[src/rtl/assert_macros.svh]
// assertion macros used by the top-level rtl file
// no dependencies; define NO_ASSERTIONS to compile them away
`ifndef ASSERT_MACROS_SVH
`define ASSERT_MACROS_SVH
`ifndef NO_ASSERTIONS
`define ASSERT_PROP(lbl, clk, rst, prop, msg) \
   lbl: assert property (@(posedge clk) disable iff (rst) prop) else $error(msg);
`define ASSERT_ALWAYS(lbl, clk, prop, msg) \
   lbl: assert property (@(posedge clk) prop) else $error(msg);
`else
`define ASSERT_PROP(lbl, clk, rst, prop, msg)
`define ASSERT_ALWAYS(lbl, clk, prop, msg)
`endif
`endif

[src/rtl/dtst_pkg.sv]
// types, codes and helpers of the deadline timer slot table
// no dependencies
`default_nettype none
package dtst_pkg;
   localparam int SLOT_COUNT_DEF = 16;
   localparam int MAX_RESULTS    = 16;
   localparam int FIRE_W         = $clog2(MAX_RESULTS + 1);

   typedef enum logic [2:0] {
      CMD_ARM_ONE = 3'd0,
      CMD_ARM_REC = 3'd1,
      CMD_CANCEL  = 3'd2,
      CMD_TICK    = 3'd3,
      CMD_START   = 3'd4,
      CMD_STOP    = 3'd5
   } cmd_type;

   localparam logic [1:0] KIND_ARM    = 2'd0;
   localparam logic [1:0] KIND_CANCEL = 2'd1;
   localparam logic [1:0] KIND_FIRED  = 2'd2;
   localparam logic [1:0] KIND_ACK    = 2'd3;

   typedef struct packed {
      logic [31:0] handle;
      logic [63:0] deadline;
      logic [63:0] period;
      logic [31:0] tag;
      logic [31:0] arg;
   } slot_type;

   typedef struct packed {
      logic is_free;
      logic due;
      logic match;
      logic pended;
   } cell_stat_type;

   typedef struct packed {
      logic [1:0]  kind;
      logic [31:0] handle;
      logic        success;
      logic [31:0] tag;
      logic [31:0] arg;
   } resp_type;

   function automatic logic [63:0] sat_add(input logic [63:0] a, input logic [63:0] b);
      logic [64:0] s;
      s = {1'b0, a} + {1'b0, b};
      return s[64] ? {64{1'b1}} : s[63:0];
   endfunction
endpackage
`default_nettype wire

[src/rtl/dtst_cell.sv]
// one timer slot of the rotating chain, with its own status flags
// depends on dtst_pkg
`default_nettype none
module dtst_cell (
   input  wire logic                   clock,
   input  wire logic                   reset,
   input  wire logic                   shift_en,
   input  wire dtst_pkg::slot_type     slot_d,
   input  wire logic [63:0]            now,
   input  wire logic [31:0]            hid,
   output dtst_pkg::slot_type          slot_q,
   output dtst_pkg::cell_stat_type     stat
);
   import dtst_pkg::*;

   slot_type slot_ff;

   always_ff @(posedge clock) begin
      if (reset) begin
         slot_ff <= '0;
      end else if (shift_en) begin
         slot_ff <= slot_d;
      end
   end

   assign slot_q       = slot_ff;
   assign stat.is_free = (slot_ff.handle == 32'd0);
   assign stat.due     = (slot_ff.handle != 32'd0) && (slot_ff.deadline <= now);
   assign stat.match   = (hid != 32'd0) && (slot_ff.handle == hid);
   assign stat.pended  = (slot_ff.handle != 32'd0) && (slot_ff.period != 64'd0) &&
                         (slot_ff.deadline == 64'd0);
endmodule
`default_nettype wire

[config.mk]
export PLATFORM = sky130hd
export DESIGN_NAME = dtst_cell
export DESIGN_NICKNAME = d
export VERILOG_FILES = /design/src/rtl/assert_macros.svh /design/src/rtl/dtst_pkg.sv /design/src/rtl/dtst_cell.sv
export SDC_FILE = /design/constraint.sdc
export NUM_CORES = 1
export LEC_CHECK = 0
export ABC_AREA = 1
export BUFFER_PORTS_ARGS = -buffer_cell sky130_fd_sc_hd__buf_4
export CAP_MARGIN = 40
export CORE_AREA = 2 2 213 215
export DETAILED_ROUTE_END_ITERATION = 10
export DIE_AREA = 0 0 215 217
export SLEW_MARGIN = 40
export SYNTH_ARGS = -nofsm -noshare
export SYNTH_HDL_FRONTEND = slang
export SYNTH_SLANG_ARGS = --single-unit
[constraint.sdc]
create_clock -name clock -period 2.2 [get_ports clock]
set_input_delay 0.33 -clock clock [delete_from_list [all_inputs] [get_ports clock]]
set_output_delay 0.33 -clock clock [all_outputs]
set_load 0.02 [all_outputs]
# == Yosys cells after proc, flatten, opt, wreduce, memory -nomap -nowiden ==
# Index checks and enable logic that the tools add are counted.
# classes
n_eq_ne,1
n_lt_le_gt_ge,1
n_reduce_logical,9
# op_table
op,n
less-or-equal comparator 64 bit,1
zero test 64 bit,1
nonzero test 32 bit,2
nonzero test 64 bit,1
equality test 32 bit,1
zero test 32 bit,1
logical AND 1 bit,4
# totals
in_bits,323
output_inout_bits,228
regBits,224
wordCells,16

# == Depth between registers and ports, before layout ==
# depth
ltp_word,3
mapped_depth,14
mapped_depth_nobuf,14

# == Worst setup path after synthesis ==
# Ideal clock, no wire load.
# synth_path
kind,register to output
from,"register slot_ff, in the netlist slot_q[159]"
to,output stat[2] (netlist name)
stages_incl_launch_ff,13
setup_slack_ns,0.179
t_arrival_ns,1.691
path_cell_list,dfxtp_1 -> ha_1 -> nand2_1 -> inv_1 -> nand2_1 -> nor2_2 -> nand2_1 -> inv_1 -> nand2_1 -> nand2_1 -> o21bai_1 -> nand2_1 -> a21oi_1
# synth_rtl
item,line,source
start: declaration,dtst_cell.sv:16,slot_type slot_ff;
start signal: assignment,dtst_cell.sv:22,slot_ff <= slot_d;
end: declaration,dtst_cell.sv:12,output dtst_pkg::cell_stat_type stat

==> results.md <==
* Switch Pwr at between 3 and 4 mW
* Drt first pass iters at 5
* Number of synthesized register bits at between 200 and 250
* Vias post-DR at 11657
* Failing checks: negative setup slack
* CP most frequent cell: a21oi_1
* CTS Buf Count at 28
* Combinational Power Share at 19.6%
* Max-cap violations at 0
* Post-Synth Adder-Cell Area at about 7.7%
* Nature of the critical path startpoint: flop
* Top cells by count, synth: nand2_1 (530), a21oi_1 (242), dfxtp_1 (224)
* Final WS setup at -422 ps
* Routed length per instance at around 17 um
* ANT nets after route at 0
* Nets at around 2400
* Max Transition Viols Final at 0
* Crit Path Class: reg -> out
* Seq/Total Area, Yosys at 43.3%
* Period utilization at 119%
* Largest net degree at the start of global routing at between 100 and 150
* Antenna Cells at 0
* Post-route cell area at approximately 0.017 mm^2
* Die Y at 217 um
* Final Setup Violations at 3
* Max incr delay on CP at 380 ps
* Synth Area in XOR/XNOR at 1.61%
* Top cell type by total area after synthesis: dfxtp_1
* RSZ-0062 raised after global routing: true
* Initial Util at a little under a quarter
* Initial DRC count at 566
* CTS Buffer Depth at 3
* Crit-path max FO at 4
* Antenna violations before repair at 2
* Critical Path RT at approximately 1900 ps
* H-tree depth at 1
* Root buffer cell: clkbuf_16
* Boundary Pins at roughly 550
* Die Footprint at between 0.04 and 0.05 mm^2
* Residual DRC at 0
* Clk_lat worst skew at between 500 and 600 ps
* Crit. End Element: output pin
* Syn Area/Cell at between 7 and 8 um^2
* CTS tree: yes
* Worst Hold Class: in -> reg
* Post-Synthesis Cells at approximately 1400
* Pwr Density at about 690 mW/mm^2
* Vias in the first global route at between 10000 and 15000
* Outcome: complete, but fails checks
* CORE AREA at 0.0447 mm^2
* Critical Path AT at approximately 2300 ps
* Clock transition at path regs at about 60 ps
* Vias per inst at 4.51
* Yosys top cell area share at around 43%
* FP Rows at 78
* TNS Setup at -918 ps
* Post-DP HPWL at ~33 mm
* Library cells used by synthesis at 30
* Ys flop type: dfxtp_1
* CP Cell Sequence: ha_4, a21oi_1, o21ai_0, a21oi_1, nand2_1, a21oi_1, nand2_1, a21oi_2, buf_4
* Post-layout min period at approximately 2600 ps
* Synthesized cell area at around 0.010 mm^2
* Total power at between 10 and 15 mW
* Ys Warns at 0
* GRT Total Usage at approximately 17%
* Synth top area cells: dfxtp_1 (43%), nand2_1 (19%), a21oi_1 (12%)
* Largest family of logic cells by synthesized area: simple AND/OR/NAND/NOR gates
* Synth Area in Compound Gates at about 14%
* Final Hold Viols at 0
* Placed Area at around 0.015 mm^2
* First-pass GRT wire length at between 60 and 70 mm
* Slew HR at about three fifths
* Net Count, Synth at 1807
* Max VDD drop at roughly 0.00051 V
* Async set or reset register ratio after synthesis at 0%
* Net Sw Frac at 28.2%
* Pleak at 7.97 nW
* Worst slack, placed at -134 ps
* Max stage delay cell, worst path: dfxtp_2
* Port Buffer Count at 550
* Clock Sinks at approximately 220
* Top-count cell post-synth: nand2_1
* DRT Wirelength at 43.6 mm
* Routability cong. at ~0.9
* Internal Power at between 8 and 9 mW
* Tightest Pin Transition at between 500 and 600 ps
* Area grow syn2layout at 60.6%
* Layout cell share with drive strength beyond 1 at 37.1%
* Number of flip-flops in the largest register at around 220
* Synth Area in Simple Gates at 25.8%
* Sequential power share at approximately two fifths
* Fmax achieved at around 380 MHz
* Hold WS at between 30 and 40 ps
* Number of synthesized flops with an enable pin at 0
* Worst Skew at 0 ps
* Die Span X at 215 um
* Mux cell area share after synthesis at 0%
* Remaining Overflow, GRT at 0
* Power share of the clock group at around 40%
==> worst paths after layout <==
kind                from          end  slack, ps  depth (start not counted)
min reg2reg   slot_q[63]   slot_q[63]        460                          2
max          slot_q[175]      stat[2]       -420                          9
min          slot_d[163]  slot_q[163]         30                          3
max reg2reg  slot_q[203]  slot_q[203]       1260                          4
==> kinds of logic after synthesis <==
logic type | Yosys count
compound gates | 274
simple gates | 660
fa+ha+maj | 64
xor+xnor | 19
buf+inv | 179
flops | 224
==> repair_timing <==
action,CTS,global route
setup buffers,6,1
gates resized for setup,69,56
pin swaps,26,24
hold buffers,0,0
endpoints found under the setup margin,4,4
==> critical path: cells and delay by family (launching register included) <==
kind / cells / cell delay, ps
AND/OR/NAND/NOR: 2 / 160
buffers and inverters: 1 / 170
flip-flops: 1 / 380
AO/OA/AOI/OAI: 5 / 830
adder cells (fa/ha/maj): 1 / 210
==> routing by layer <==
layer	vias up	share of wire, %	GRT usage, %
met5	-	0.046	0
met4	4	3.7	6.16
met3	83	8.3	5.87
met2	430	48	30.0
met1	5424	40	20.0
li1	5716	-	-
==> power by group through the flow <==
stage | combinational (mW) | clock [mW] | sequential [mW]
after detailed placement | 2.14 | 0 | 4.58
after CTS | 2.20 | 4.78 | 4.51
after global routing | 2.43 | 4.94 | 4.55
after floorplan | 0.751 | 0 | 4.81
final | 2.24 | 4.65 | 4.52
after global placement | 2.12 | 0 | 4.58
==> per-stage QoR <==
| stage | cells | util, % |
|---|---|---|
| global placement | 2526 | 33.9 |
| global route | 2582 | 37.2 |
| floorplan | 1420 | - |
| detailed placement | 2526 | 33.9 |
| CTS | 2581 | 36.7 |
| finish | 2582 | 37.2 |
==> layout by cell type (no fill, tap or decap), drive strengths merged, types with 4 or more instances in the layout <==
master	n
nor4	46
nor2	54
nand3	12
clkbuf	46
buf	587
nand4	14
xor2	9
dfxtp	224
a211oi	10
a21oi	242
xnor2	10
ha	64
a21o	4
o21ai	12
inv	104
nand2	531
==> cell type report <==
type,count,area (um^2)
Clock inverter,3,42.5
Tap cell,600,751
Inverter,105,407
Sequential cell,224,4560
Fill cell,4666,28100
Timing Repair Buffer,587,4520
Clock buffer,46,890
Multi-Input combinational cell,1017,5460
(Power assumes the default switching activity.)
