`src/rtl/assert_macros.svh`:
```
// assertion macros used by the top-level rtl file
// no dependencies; define NO_ASSERTIONS to compile them away
`ifndef ASSERT_MACROS_SVH
`define ASSERT_MACROS_SVH
`ifndef NO_ASSERTIONS
`define ASSERT_PROP(lbl, clk, rst, prop, msg) \
   lbl: assert property (@(posedge clk) disable iff (rst) prop) else $error(msg);
`define ASSERT_ALWAYS(lbl, clk, prop, msg) \
   lbl: assert property (@(posedge clk) prop) else $error(msg);
`else
`define ASSERT_PROP(lbl, clk, rst, prop, msg)
`define ASSERT_ALWAYS(lbl, clk, prop, msg)
`endif
`endif

```
`src/rtl/dtst_rem_div.sv`:
```
// bit-serial remainder unit for the recurring period skip, one bit a cycle
// depends on nothing outside this file
`default_nettype none
module dtst_rem_div (
   input  wire logic        clock,
   input  wire logic        reset,
   input  wire logic        start,
   input  wire logic [63:0] dividend,
   input  wire logic [63:0] divisor,
   output logic             done,
   output logic [63:0]      rem
);
   logic        busy_ff, busy_in;
   logic        done_ff, done_in;
   logic [5:0]  step_ff, step_in;
   logic [63:0] num_ff, num_in;
   logic [63:0] rem_ff, rem_in;
   logic [63:0] den_ff, den_in;
   logic [64:0] trial;

   always_comb begin
      busy_in = busy_ff;
      done_in = 1'b0;
      step_in = step_ff;
      num_in  = num_ff;
      rem_in  = rem_ff;
      den_in  = den_ff;
      trial   = {rem_ff, num_ff[63]};
      if (start) begin
         busy_in = 1'b1;
         step_in = '0;
         num_in  = dividend;
         rem_in  = '0;
         den_in  = divisor;
      end else if (busy_ff) begin
         num_in = {num_ff[62:0], 1'b0};
         if (trial >= {1'b0, den_ff}) begin
            rem_in = 64'(trial - {1'b0, den_ff});
         end else begin
            rem_in = trial[63:0];
         end
         step_in = step_ff + 6'd1;
         if (step_ff == 6'd63) begin
            busy_in = 1'b0;
            done_in = 1'b1;
         end
      end
   end

   always_ff @(posedge clock) begin
      if (reset) begin
         busy_ff <= 1'b0;
         done_ff <= 1'b0;
      end else begin
         busy_ff <= busy_in;
         done_ff <= done_in;
      end
      step_ff <= step_in;
      num_ff  <= num_in;
      rem_ff  <= rem_in;
      den_ff  <= den_in;
   end

   assign done = done_ff;
   assign rem  = rem_ff;
endmodule
`default_nettype wire

```
`config.mk`:
```
export PLATFORM = sky130hd
export DESIGN_NAME = dtst_rem_div
export DESIGN_NICKNAME = d
export VERILOG_FILES = /design/src/rtl/assert_macros.svh /design/src/rtl/dtst_rem_div.sv
export SDC_FILE = /design/constraint.sdc
export NUM_CORES = 1
export LEC_CHECK = 0
export ABC_AREA = 1
export ABC_CLOCK_PERIOD_IN_PS = 4720
export BUFFER_PORTS_ARGS = -buffer_cell sky130_fd_sc_hd__buf_2
export CAP_MARGIN = 10
export CORE_ASPECT_RATIO = 0.9
export CORE_MARGIN = 2
export CORE_UTILIZATION = 35
export DETAILED_ROUTE_END_ITERATION = 8
export GPL_ROUTABILITY_DRIVEN = 0
export PLACE_DENSITY_LB_ADDON = 0.12
export REMOVE_ABC_BUFFERS = 1
export SLEW_MARGIN = 5
export SYNTH_ARGS = -nofsm -noshare
export SYNTH_HDL_FRONTEND = slang
export SYNTH_SLANG_ARGS = --single-unit
```
`constraint.sdc`:
```
create_clock -name clock -period 4.72 [get_ports clock]
set_input_delay 0.944 -clock clock [delete_from_list [all_inputs] [get_ports clock]]
set_output_delay 0.944 -clock clock [all_outputs]
set_load 0.05 [all_outputs]
```
# Word level (Yosys, flattened, before mapping)
# Index checks and enable logic that the tools add are counted.
[totals]
ff_bits = 200
out_inout_bits = 65
input_bits = 131
elab_cells = 20
[op_classes]
n_lt_le_gt_ge = 1
add_sub_neg = 2
bitwise_logic = 1
n_reduce_logical = 2
eq_ne = 1
mux = 7
[ops]
columns = ["op", "count"]
rows = [
  ["$mux W64", 3],
  ["$ge A65 B64 Y1", 1],
  ["$sub A64 B64 Y64", 1],
  ["$add A6 B1 Y6 const B", 1],
  ["$eq A6 B6 Y1 const B", 1],
  ["$mux W1", 4],
  ["$reduce_or A3 Y1", 1],
  ["$reduce_bool A2 Y1", 1],
  ["$not A1 Y1", 1],
]

# Logic depth before layout (Yosys ltp)
# Gate-level depths: netlist (run 1).
[depth]
ltp_word = 4
depth_mapped = 19
ltp_nobuf = 19

# Worst setup path before layout (run 1)
# OpenSTA, ideal clock, no wires.
[synth_path]
kind = "input port to flip-flop"
startpoint = "in start"
endpoint = "reg num_ff[0] (enable)"
slack_ns = 0.943
path_buffers = 2
cell_stages = 4
required_time_ns = 4.266
setup_ns = 0.454
arrival_ns = 3.323
cell_sequence = "clkbuf_1 > nor2_1 > inv_1 > clkbuf_1"
[synth_between]
elab_chain_cells = 1
[synth_lines]
columns = ["element", "line_no", "source"]
rows = [
  ["from (decl)", "dtst_rem_div.sv:7", "input wire logic start,"],
  ["$reduce_bool A2 Y1 (no source line)", "-", ""],
  ["to (signal assigned)", "dtst_rem_div.sv:59", "num_ff <= num_in;"],
  ["to (decl)", "dtst_rem_div.sv:16", "logic [63:0] num_ff, num_in;"],
]
# Every way passes these cells.
# A chain may end at the register's enable or synchronous reset.

# Worst setup path in the final report (run 1)
[layout_path]
startpoint = "reg den_ff[50]"
endpoint = "reg rem_ff[17], in the netlist rem[17]"
[layout_between]
elab_chain_cells = 2
[layout_lines]
columns = ["element", "line_no", "source"]
rows = [
  ["from (decl)", "dtst_rem_div.sv:18", "logic [63:0] den_ff, den_in;"],
  ["from (signal assigned)", "dtst_rem_div.sv:61", "den_ff <= den_in;"],
  ["$ge A65 B64 Y1", "dtst_rem_div.sv:37", "if (trial >= {1'b0, den_ff}) begin"],
  ["$mux W64", "dtst_rem_div.sv:37", ""],
  ["to (signal assigned)", "dtst_rem_div.sv:60", "rem_ff <= rem_in;"],
  ["to (decl)", "dtst_rem_div.sv:17", "logic [63:0] rem_ff, rem_in;"],
]
# Every way passes these cells.

==> impl_metrics.py, run 1 <==
metrics = {
    "clocking": {
        "insertion_delay_ns": 0.48,
        "cts.repair.resized": 0,
        "cts_hold_buf": 0,
        "cts-htree-levels": 4,
        "cts_buffer_depth": 2,
        "post_cts_buffers": 0,
        "clock-root-buffer": "clkbuf_16",
        "cts_tree": "built",
        "cts.clk_slew.worst_paths_ns": 0.09,
        "cts.sinks": 200,
        "numCtsBuffers": 17,
    },
    "place": {
        "dp_cells": 2867,
        "pre_cts_ws_ns": 1.67,
        "io_buffer_count": 195,
        "dp_hpwl_um": 36100,
    },
    "finish": {
        "area_delta_synth_final_pct": 14.2,
        "final_cells": 2901,
        "fin_nets": 2543,
        "drive_gt1_frac": 0.125,
    },
    "sta": {
        "rsz0062_at_grt": "no",
        "setup_viol": 0,
        "finalHoldViolCount": 0,
        "period_share": 0.649,
        "skew_ns": 0.0155,
        "layout_setup_ws_ns": 1.66,
        "period_needed_ns": 3.06,
        "tightest_slew_ns": 0.928,
        "fin_tns_setup_ns": 0,
        "fmax_ghz": 0.326,
        "slew_viol_final": 0,
        "slew_headroom": 0.381,
    },
    "yosys": {
        "ys.warnings.count": 0,
        "avgSynthCellArea_um2": 6.59,
        "yosysMostFrequentCell": "nand2_1",
        "synth_area_leaders": "edfxtp_1 (27%), nand2_1 (24%), inv_1 (12%), dfxtp_1 (10%), ha_1 (5.7%)",
        "netlist_area_mm2": 0.0143,
        "synthFlopType": "edfxtp_1",
        "ys_ff_latch": 200,
        "synth_top_cell_by_area": "edfxtp_1",
        "yosysTopAreaCellShare": 0.269,
        "synth_cells": 2171,
        "synth_common_cells": "nand2_1 (896), inv_1 (439), nand3_1 (143), edfxtp_1 (128), nor2_1 (108)",
        "synth_edf_count": 128,
        "ys_async_sr_fraction": 0,
        "synth.distinct_cells": 39,
        "ys_seq_area_frac": 0.369,
    },
    "routing": {
        "vias_per_cell": 4.65,
        "wl_per_cell_um": 16.0,
        "antenna_left": 0,
        "first_pass_iters": 6,
        "routed_wl_um": 46300,
        "route.detailed.drc": 0,
        "drt_iter0_markers": 1054,
        "num_vias": 13492,
    },
    "global_route": {
        "first_global_vias": 12808,
        "grt_max_degree": 67,
        "grt_use_total": 0.220,
        "grt_pass1_wl_um": 72100,
        "antenna_found_initial": 0,
        "grt_overflow_total": 0,
    },
    "worst_setup_path": {
        "path_cells": "inv_1, ha_1, nand2_1, nor2_2, nand2_1, inv_2, nand2_1, nor3_2, nand2_4, nand2_4, nand2_1, nand3_1, o21ai_0",
        "start_kind": "register",
        "endpoint_kind": "register",
        "slowest_delay_ns": 0.61,
        "critical_path_arrival_ns": 3.43,
        "cp_max_fo": 63,
        "required_ns": 5.08,
        "path_class": "register to register",
        "crit_path_frequent_cell": "nand2_1",
        "cp_slowest_cell": "nand2_4",
    },
    "min_path": {
        "min_path_type": "register to register",
    },
    "power": {
        "total_power_w": 0.00402,
        "leakagePower_nw": 9.02,
        "vdd_drop_max_v": 0.000258,
        "power_density_mw_per_mm2": 246,
    },
    "floorplanning": {
        "rows": 70,
        "design.core.area_mm2": 0.0405,
        "fp.dieH_um": 196,
        "start_util": 0.353,
        "die_x_um": 217,
        "die_area_mm2": 0.0425,
        "ios": 196,
    },
    "job": {
        "drv_cap": 0,
    },
    "outcome": {
        "status": "finished, final reports clean",
    },
}
[cells by family after synthesis]
| group | Yosys count | share of synthesized area |
|---|---|---|
| AOI/OAI and AO/OA | 112 | 0.0429 |
| xor gates and xnor gates | 31 | 0.0190 |
| adders and majority gates | 66 | 0.0583 |
| buffers and inverters | 496 | 0.138 |
| DFF | 200 | 0.369 |
| and+or+nand+nor | 1266 | 0.372 |
[cell type report]
type	instances	area [um^2]
clock inverters	13	163
repair buffers	204	1050
well taps	540	676
clock buffers	19	433
fillers	4497	24100
multi-input cells	1475	7040
diodes	2	5.00
flip-flops and latches	200	5290
inverters	448	1680
[registers in the layout, indices dropped and copies added (netlist names)]
register	count
den_ff	64
num_ff	64
rem	64
step_ff	6
busy_ff	1
done	1
[worst max-delay path: cells and delay by family (launching register included)]
kind | cells | cell delay, ns
AND/OR/NAND/NOR | 9 | 1.95
flip-flops | 1 | 0.34
AO/OA/AOI/OAI | 1 | 0.10
buffers and inverters | 2 | 0.13
adder cells (fa/ha/maj) | 1 | 0.36
[report_power, final]
part / leakage, nW / internal, W / switching (W)
Combinational: 6.87 / 0.000161 / 0.000314
Sequential: 1.86 / 0.00198 / 0.0000299
Clock: 0.283 / 0.000758 / 0.000777
[per-stage QoR]
step / area (um^2) / hold slack, ns / utilization
3_5_place_dp: 15700 / 0.477 / 0.389
2_1_floorplan: 14000 / 0.459 / -
6_report: 16300 / 0.487 / 0.404
4_1_cts: 16300 / 0.490 / 0.403
3_3_place_gp: 15700 / 0.469 / 0.389
5_1_grt: 16300 / 0.517 / 0.403
[worst paths after layout]
kind | startpoint | end | slack (ns) | cells past startpoint
max | den_ff[50] | rem[17] | 1.66 | 13
min | rem[47] | rem[47] | 0.49 | 2
max reg2reg | den_ff[50] | rem[17] | 1.66 | 13
min reg2reg | rem[47] | rem[47] | 0.49 | 2
[routing by layer]
layer,share of wire,track usage,vias to the layer above
li1,-,-,6964
met1,0.48,0.309,6066
met2,0.42,0.328,412
met3,0.083,0.0617,50
met4,0.025,0.0639,0
met5,0,0,-
[layout by cell type, fill, tap and decap left out, drive strengths merged]
| cell type | count |
|---|---|
| nand2 | 913 |
| inv | 452 |
| buf | 204 |
| nand3 | 150 |
| edfxtp | 128 |
| nor2 | 127 |
| dfxtp | 72 |
| ha | 65 |
| a21oi | 52 |
| o21ai | 45 |
| nand3b | 37 |
| xnor2 | 30 |
| clkbuf | 19 |
| nand4 | 17 |
| nor3 | 13 |
| o21bai | 12 |
| clkinv | 6 |
| and2 | 5 |
| diode | 2 |
| or2 | 2 |
| clkinvlp | 2 |
| a22o | 1 |
| o21a | 1 |
| nor4 | 1 |
| xor2 | 1 |
| a31oi | 1 |
| nor3b | 1 |
| fa | 1 |
| bufinv | 1 |
(Power assumes the default switching activity.)
==> run 2, diff against run 1 <==
Settings changed: ABC_CLOCK_PERIOD_IN_PS 4720 to 2940.
Clock period 4.72 ns to 2.94 ns, I/O delays scaled along.
==> impl_metrics.py, run 2 (same netlist as run 1, synthesis figures left out) <==
metrics = {
    "worst_setup_path": {
        "cp_top_family": "simple AND/OR/NAND/NOR gates",
        "path_buf_inv": 3,
        "crit_path_frequent_cell": "nand2_1",
        "path_class": "register to register",
        "path_cells": "inv_1, ha_1, nand2_1, nor2_4, inv_2, nor2_2, nand2_2, nor2_2, nand2_1, nand3_2, nor2_4, nand2_4, buf_12, nand3_1, nand2_1, nand2_1",
        "critical_path_arrival_ns": 3.11,
        "slowest_delay_ns": 0.44,
        "cp_slowest_cell": "ha_1",
        "start_kind": "register",
        "endpoint_kind": "register",
        "cp_max_fo": 36,
        "required_ns": 3.30,
    },
    "finish": {
        "area_delta_synth_final_pct": 15.4,
        "final_cell_mix": "nand2_1 (896), inv_1 (436), buf_2 (194)",
        "layout_commonest_cell": "nand2_1",
        "fin_nets": 2556,
        "finalInstanceArea_mm2": 0.0165,
        "drive_gt1_frac": 0.131,
    },
    "routing": {
        "wl_per_cell_um": 15.3,
        "route.detailed.drc": 0,
        "vias_per_cell": 4.63,
        "antenna_left": 0,
        "num_vias": 13487,
        "drt_iter0_markers": 891,
        "first_pass_iters": 5,
        "routed_wl_um": 44600,
    },
    "floorplanning": {
        "design.core.area_mm2": 0.0405,
        "rows": 70,
        "start_util": 0.353,
        "fp.dieH_um": 196,
        "ios": 196,
        "die_x_um": 217,
        "die_area_mm2": 0.0425,
    },
    "power": {
        "leakagePower_nw": 9.11,
        "clock_power_share": 0.383,
        "power_density_mw_per_mm2": 393,
        "swShare": 0.279,
        "vdd_drop_max_v": 0.000441,
        "pwr-share-comb": 0.119,
        "seq_power_share": 0.499,
        "intPower_w": 0.00467,
        "switching_power_w": 0.00181,
    },
    "sta": {
        "period_needed_ns": 2.75,
        "slew_headroom": 0.561,
        "whs_ns": 0.274,
        "fmax_ghz": 0.363,
        "tightest_slew_ns": 0.658,
        "finalHoldViolCount": 0,
        "setup_viol": 0,
        "rsz0062_at_grt": "no",
        "period_share": 0.936,
        "skew_ns": 0.0280,
        "slew_viol_final": 0,
    },
    "clocking": {
        "cts-htree-levels": 4,
        "cts_buffer_depth": 2,
        "cts_hold_buf": 0,
        "cts_tree": "built",
        "numCtsBuffers": 17,
        "insertion_delay_ns": 0.48,
        "cts.clk_slew.worst_paths_ns": 0.09,
        "clock-root-buffer": "clkbuf_16",
        "cts.sinks": 200,
    },
    "global_route": {
        "grt_overflow_total": 0,
        "grt_use_total": 0.213,
        "first_global_vias": 12941,
        "grt_max_degree": 67,
        "grt_pass1_wl_um": 70500,
        "antenna_found_initial": 3,
    },
    "place": {
        "io_buffer_count": 195,
        "place_area_mm2": 0.0159,
        "dp_hpwl_um": 35500,
    },
    "outcome": {
        "status": "finished, final reports clean",
    },
    "job": {
        "drv_cap": 0,
    },
    "min_path": {
        "min_path_type": "primary input to register",
    },
}
==> run 2: cell count changes in the layout (fill, tap and decap cells not counted), sizes merged <==
cell / change
buf: +13
clkinv: -1
clkbuf: -2
inv: +3
==> run 2: final timing paths <==
kind	startpoint	endpoint	slack, ns	cells past startpoint
worst max-delay path	den_ff[42]	rem[56]	0.19	16
worst min-delay path	divisor[63]	den_ff[63]	0.27	1
worst max register to register	den_ff[42]	rem[56]	0.19	16
worst min register to register	rem[35]	rem[35]	0.49	2
==> run 2: power groups by stage <==
stage          Combinational (W)  Clock [W]  Sequential, W
3_5_place_dp            0.000770          0        0.00329
6_report                0.000770    0.00248        0.00323
3_3_place_gp            0.000771          0        0.00329
5_1_grt                 0.000872    0.00267        0.00325
4_1_cts                 0.000775    0.00257        0.00323
2_1_floorplan           0.000462          0        0.00329
==> run 2: final cells by class <==
cell class | count | area (um^2)
clock buffer | 17 | 425
multi-input combinational | 1475 | 7040
tap | 540 | 676
fill | 4508 | 24000
timing repair buffer | 217 | 1210
sequential | 200 | 5290
inverter | 448 | 1680
clock inverter | 15 | 175
antenna | 2 | 5.00
==> run 2: routing by layer <==
metal	wire length, um	GRT usage
met1	22000	0.303
met2	18600	0.319
met3	3050	0.0504
met4	1000	0.0667
met5	7	0
==> run 2: what timing repair did <==
action	CTS	global route
setup buffers	0	0
hold endpoints to repair	0	0
gates resized for setup	0	1
setup endpoints to repair	0	56
==> run 2: metrics by stage <==
| step | power (W) | worst slack (ns) | util | setup TNS (ns) | instances |
|---|---|---|---|---|---|
| 2_1_floorplan | 0.00375 | -1.08 | - | -109.04 | 2123 |
| 3_3_place_gp | 0.00406 | 0.206 | 0.393 | 0 | 2880 |
| 4_1_cts | 0.00657 | 0.137 | 0.408 | 0 | 2912 |
| 5_1_grt | 0.00679 | 0.0228 | 0.408 | 0 | 2912 |
| 3_5_place_dp | 0.00406 | 0.155 | 0.393 | 0 | 2880 |
| 6_report | 0.00648 | 0.189 | 0.408 | 0 | 2914 |
==> run 3, diff against run 2 <==
Settings changed: CORE_UTILIZATION 35 to 50.
==> impl_metrics.py, run 3 (same netlist as run 1, synthesis figures left out) <==
metrics = {
    "place": {
        "dp_hpwl_um": 32100,
        "place_area_mm2": 0.0156,
        "io_buffer_count": 195,
        "pre_cts_ws_ns": 0.217,
    },
    "worst_setup_path": {
        "start_kind": "register",
        "critical_path_arrival_ns": 3.19,
        "cp_slowest_cell": "ha_1",
        "cp_max_fo": 24,
        "path_class": "register to register",
        "required_ns": 3.28,
        "crit_path_frequent_cell": "nand2_1",
        "cp_top_family": "simple AND/OR/NAND/NOR gates",
        "path_cells": "ha_1, nand2_1, nor2_4, inv_2, nor2_2, nand2_2, nor2_2, nand2_1, nand3_2, nor2_4, nand2_4, buf_12, nand2_1, nand3_1, o21ai_0",
        "endpoint_kind": "register",
        "path_buf_inv": 2,
        "slowest_delay_ns": 0.51,
    },
    "clocking": {
        "cts.sinks": 200,
        "clock-root-buffer": "clkbuf_16",
        "cts_hold_buf": 0,
        "insertion_delay_ns": 0.48,
        "cts_buffer_depth": 2,
        "cts_tree": "built",
        "numCtsBuffers": 17,
        "post_cts_buffers": 0,
        "cts.repair.resized": 0,
        "cts.clk_slew.worst_paths_ns": 0.10,
        "cts-htree-levels": 4,
    },
    "sta": {
        "finalHoldViolCount": 0,
        "layout_setup_ws_ns": 0.0972,
        "fmax_ghz": 0.352,
        "setup_viol": 0,
        "tightest_slew_ns": 0.773,
        "period_needed_ns": 2.84,
        "period_share": 0.967,
        "rsz0062_at_grt": "no",
        "skew_ns": 0.0290,
        "slew_headroom": 0.485,
        "fin_tns_setup_ns": 0,
        "slew_viol_final": 0,
    },
    "global_route": {
        "busiest_layer": "met1",
        "grt_max_degree": 117,
        "grt_pass1_wl_um": 65800,
        "grt_overflow_total": 0,
        "grt_util_met3": 0.0675,
        "grt_use_total": 0.281,
        "use_met2": 0.405,
        "antenna_found_initial": 0,
        "first_global_vias": 12672,
        "gr-usage-met1": 0.407,
    },
    "power": {
        "swShare": 0.280,
        "seq_power_share": 0.498,
        "switching_power_w": 0.00181,
        "intPower_w": 0.00467,
        "power_density_mw_per_mm2": 400,
        "total_power_w": 0.00649,
        "clock_power_share": 0.384,
        "leakagePower_nw": 9.06,
        "vdd_drop_max_v": 0.000409,
        "pwr-share-comb": 0.118,
    },
    "floorplanning": {
        "die_area_mm2": 0.0300,
        "fp.dieH_um": 164,
        "rows": 58,
        "die_x_um": 182,
        "start_util": 0.511,
        "design.core.area_mm2": 0.0280,
        "ios": 196,
    },
    "finish": {
        "finalInstanceArea_mm2": 0.0162,
        "final_util": 0.579,
        "area_delta_synth_final_pct": 13.3,
        "final_cell_mix": "nand2_1 (896), inv_1 (436), buf_2 (194)",
        "drive_gt1_frac": 0.127,
        "fin_nets": 2547,
        "fillers": 2877,
        "layout_commonest_cell": "nand2_1",
        "diodes": 0,
    },
    "outcome": {
        "violations": "design-rule violations",
        "status": "finished, violations left",
    },
    "routing": {
        "wl_per_cell_um": 15.3,
        "vias_per_cell": 5.02,
        "routed_wl_um": 41700,
        "num_vias": 13671,
        "drt_iter0_markers": 1443,
        "route.detailed.drc": 1,
        "first_pass_iters": 9,
        "antenna_left": 0,
    },
    "job": {
        "drv_cap": 0,
    },
    "min_path": {
        "min_path_type": "primary input to register",
    },
}
[run 3: layer usage]
layer,vias up,wire length (um)
met5,-,0
met4,0,1480
met3,81,4230
met2,595,16600
met1,6016,19400
li1,6979,-
[run 3: area by class of cell]
type                       instances  area, um^2  area share
timing repair buffer             208        1140      0.0703
inverter                         448        1680       0.104
clock inverter                    14         179      0.0110
sequential                       200        5290       0.326
clock buffer                      18         429      0.0265
multi-input combinational       1475        7040       0.434
tap                              360         450      0.0278
[run 3: path summary, 6_finish.rpt]
check             start        end  slack, ns  cells past startpoint
max             rem[41]    rem[16]        0.1                     15
min          divisor[5]  den_ff[5]       0.28                      1
max reg2reg     rem[41]    rem[16]        0.1                     15
min reg2reg     rem[37]    rem[37]       0.48                      2
[run 3: stage by stage]
step | std cells | hold slack (ns)
global placement | 2691 | 0.471
global route | 2723 | 0.266
finish | 2723 | 0.276
floorplan | 2123 | 0.459
detailed placement | 2691 | 0.472
CTS | 2723 | 0.262
[run 3: power groups by stage]
stage	sequential, W	clock, W	combinational (W)
floorplan	0.00329	0	0.000462
global placement	0.00329	0	0.000749
CTS	0.00323	0.00255	0.000761
global route	0.00325	0.00263	0.000860
finish	0.00323	0.00249	0.000767
detailed placement	0.00329	0	0.000755
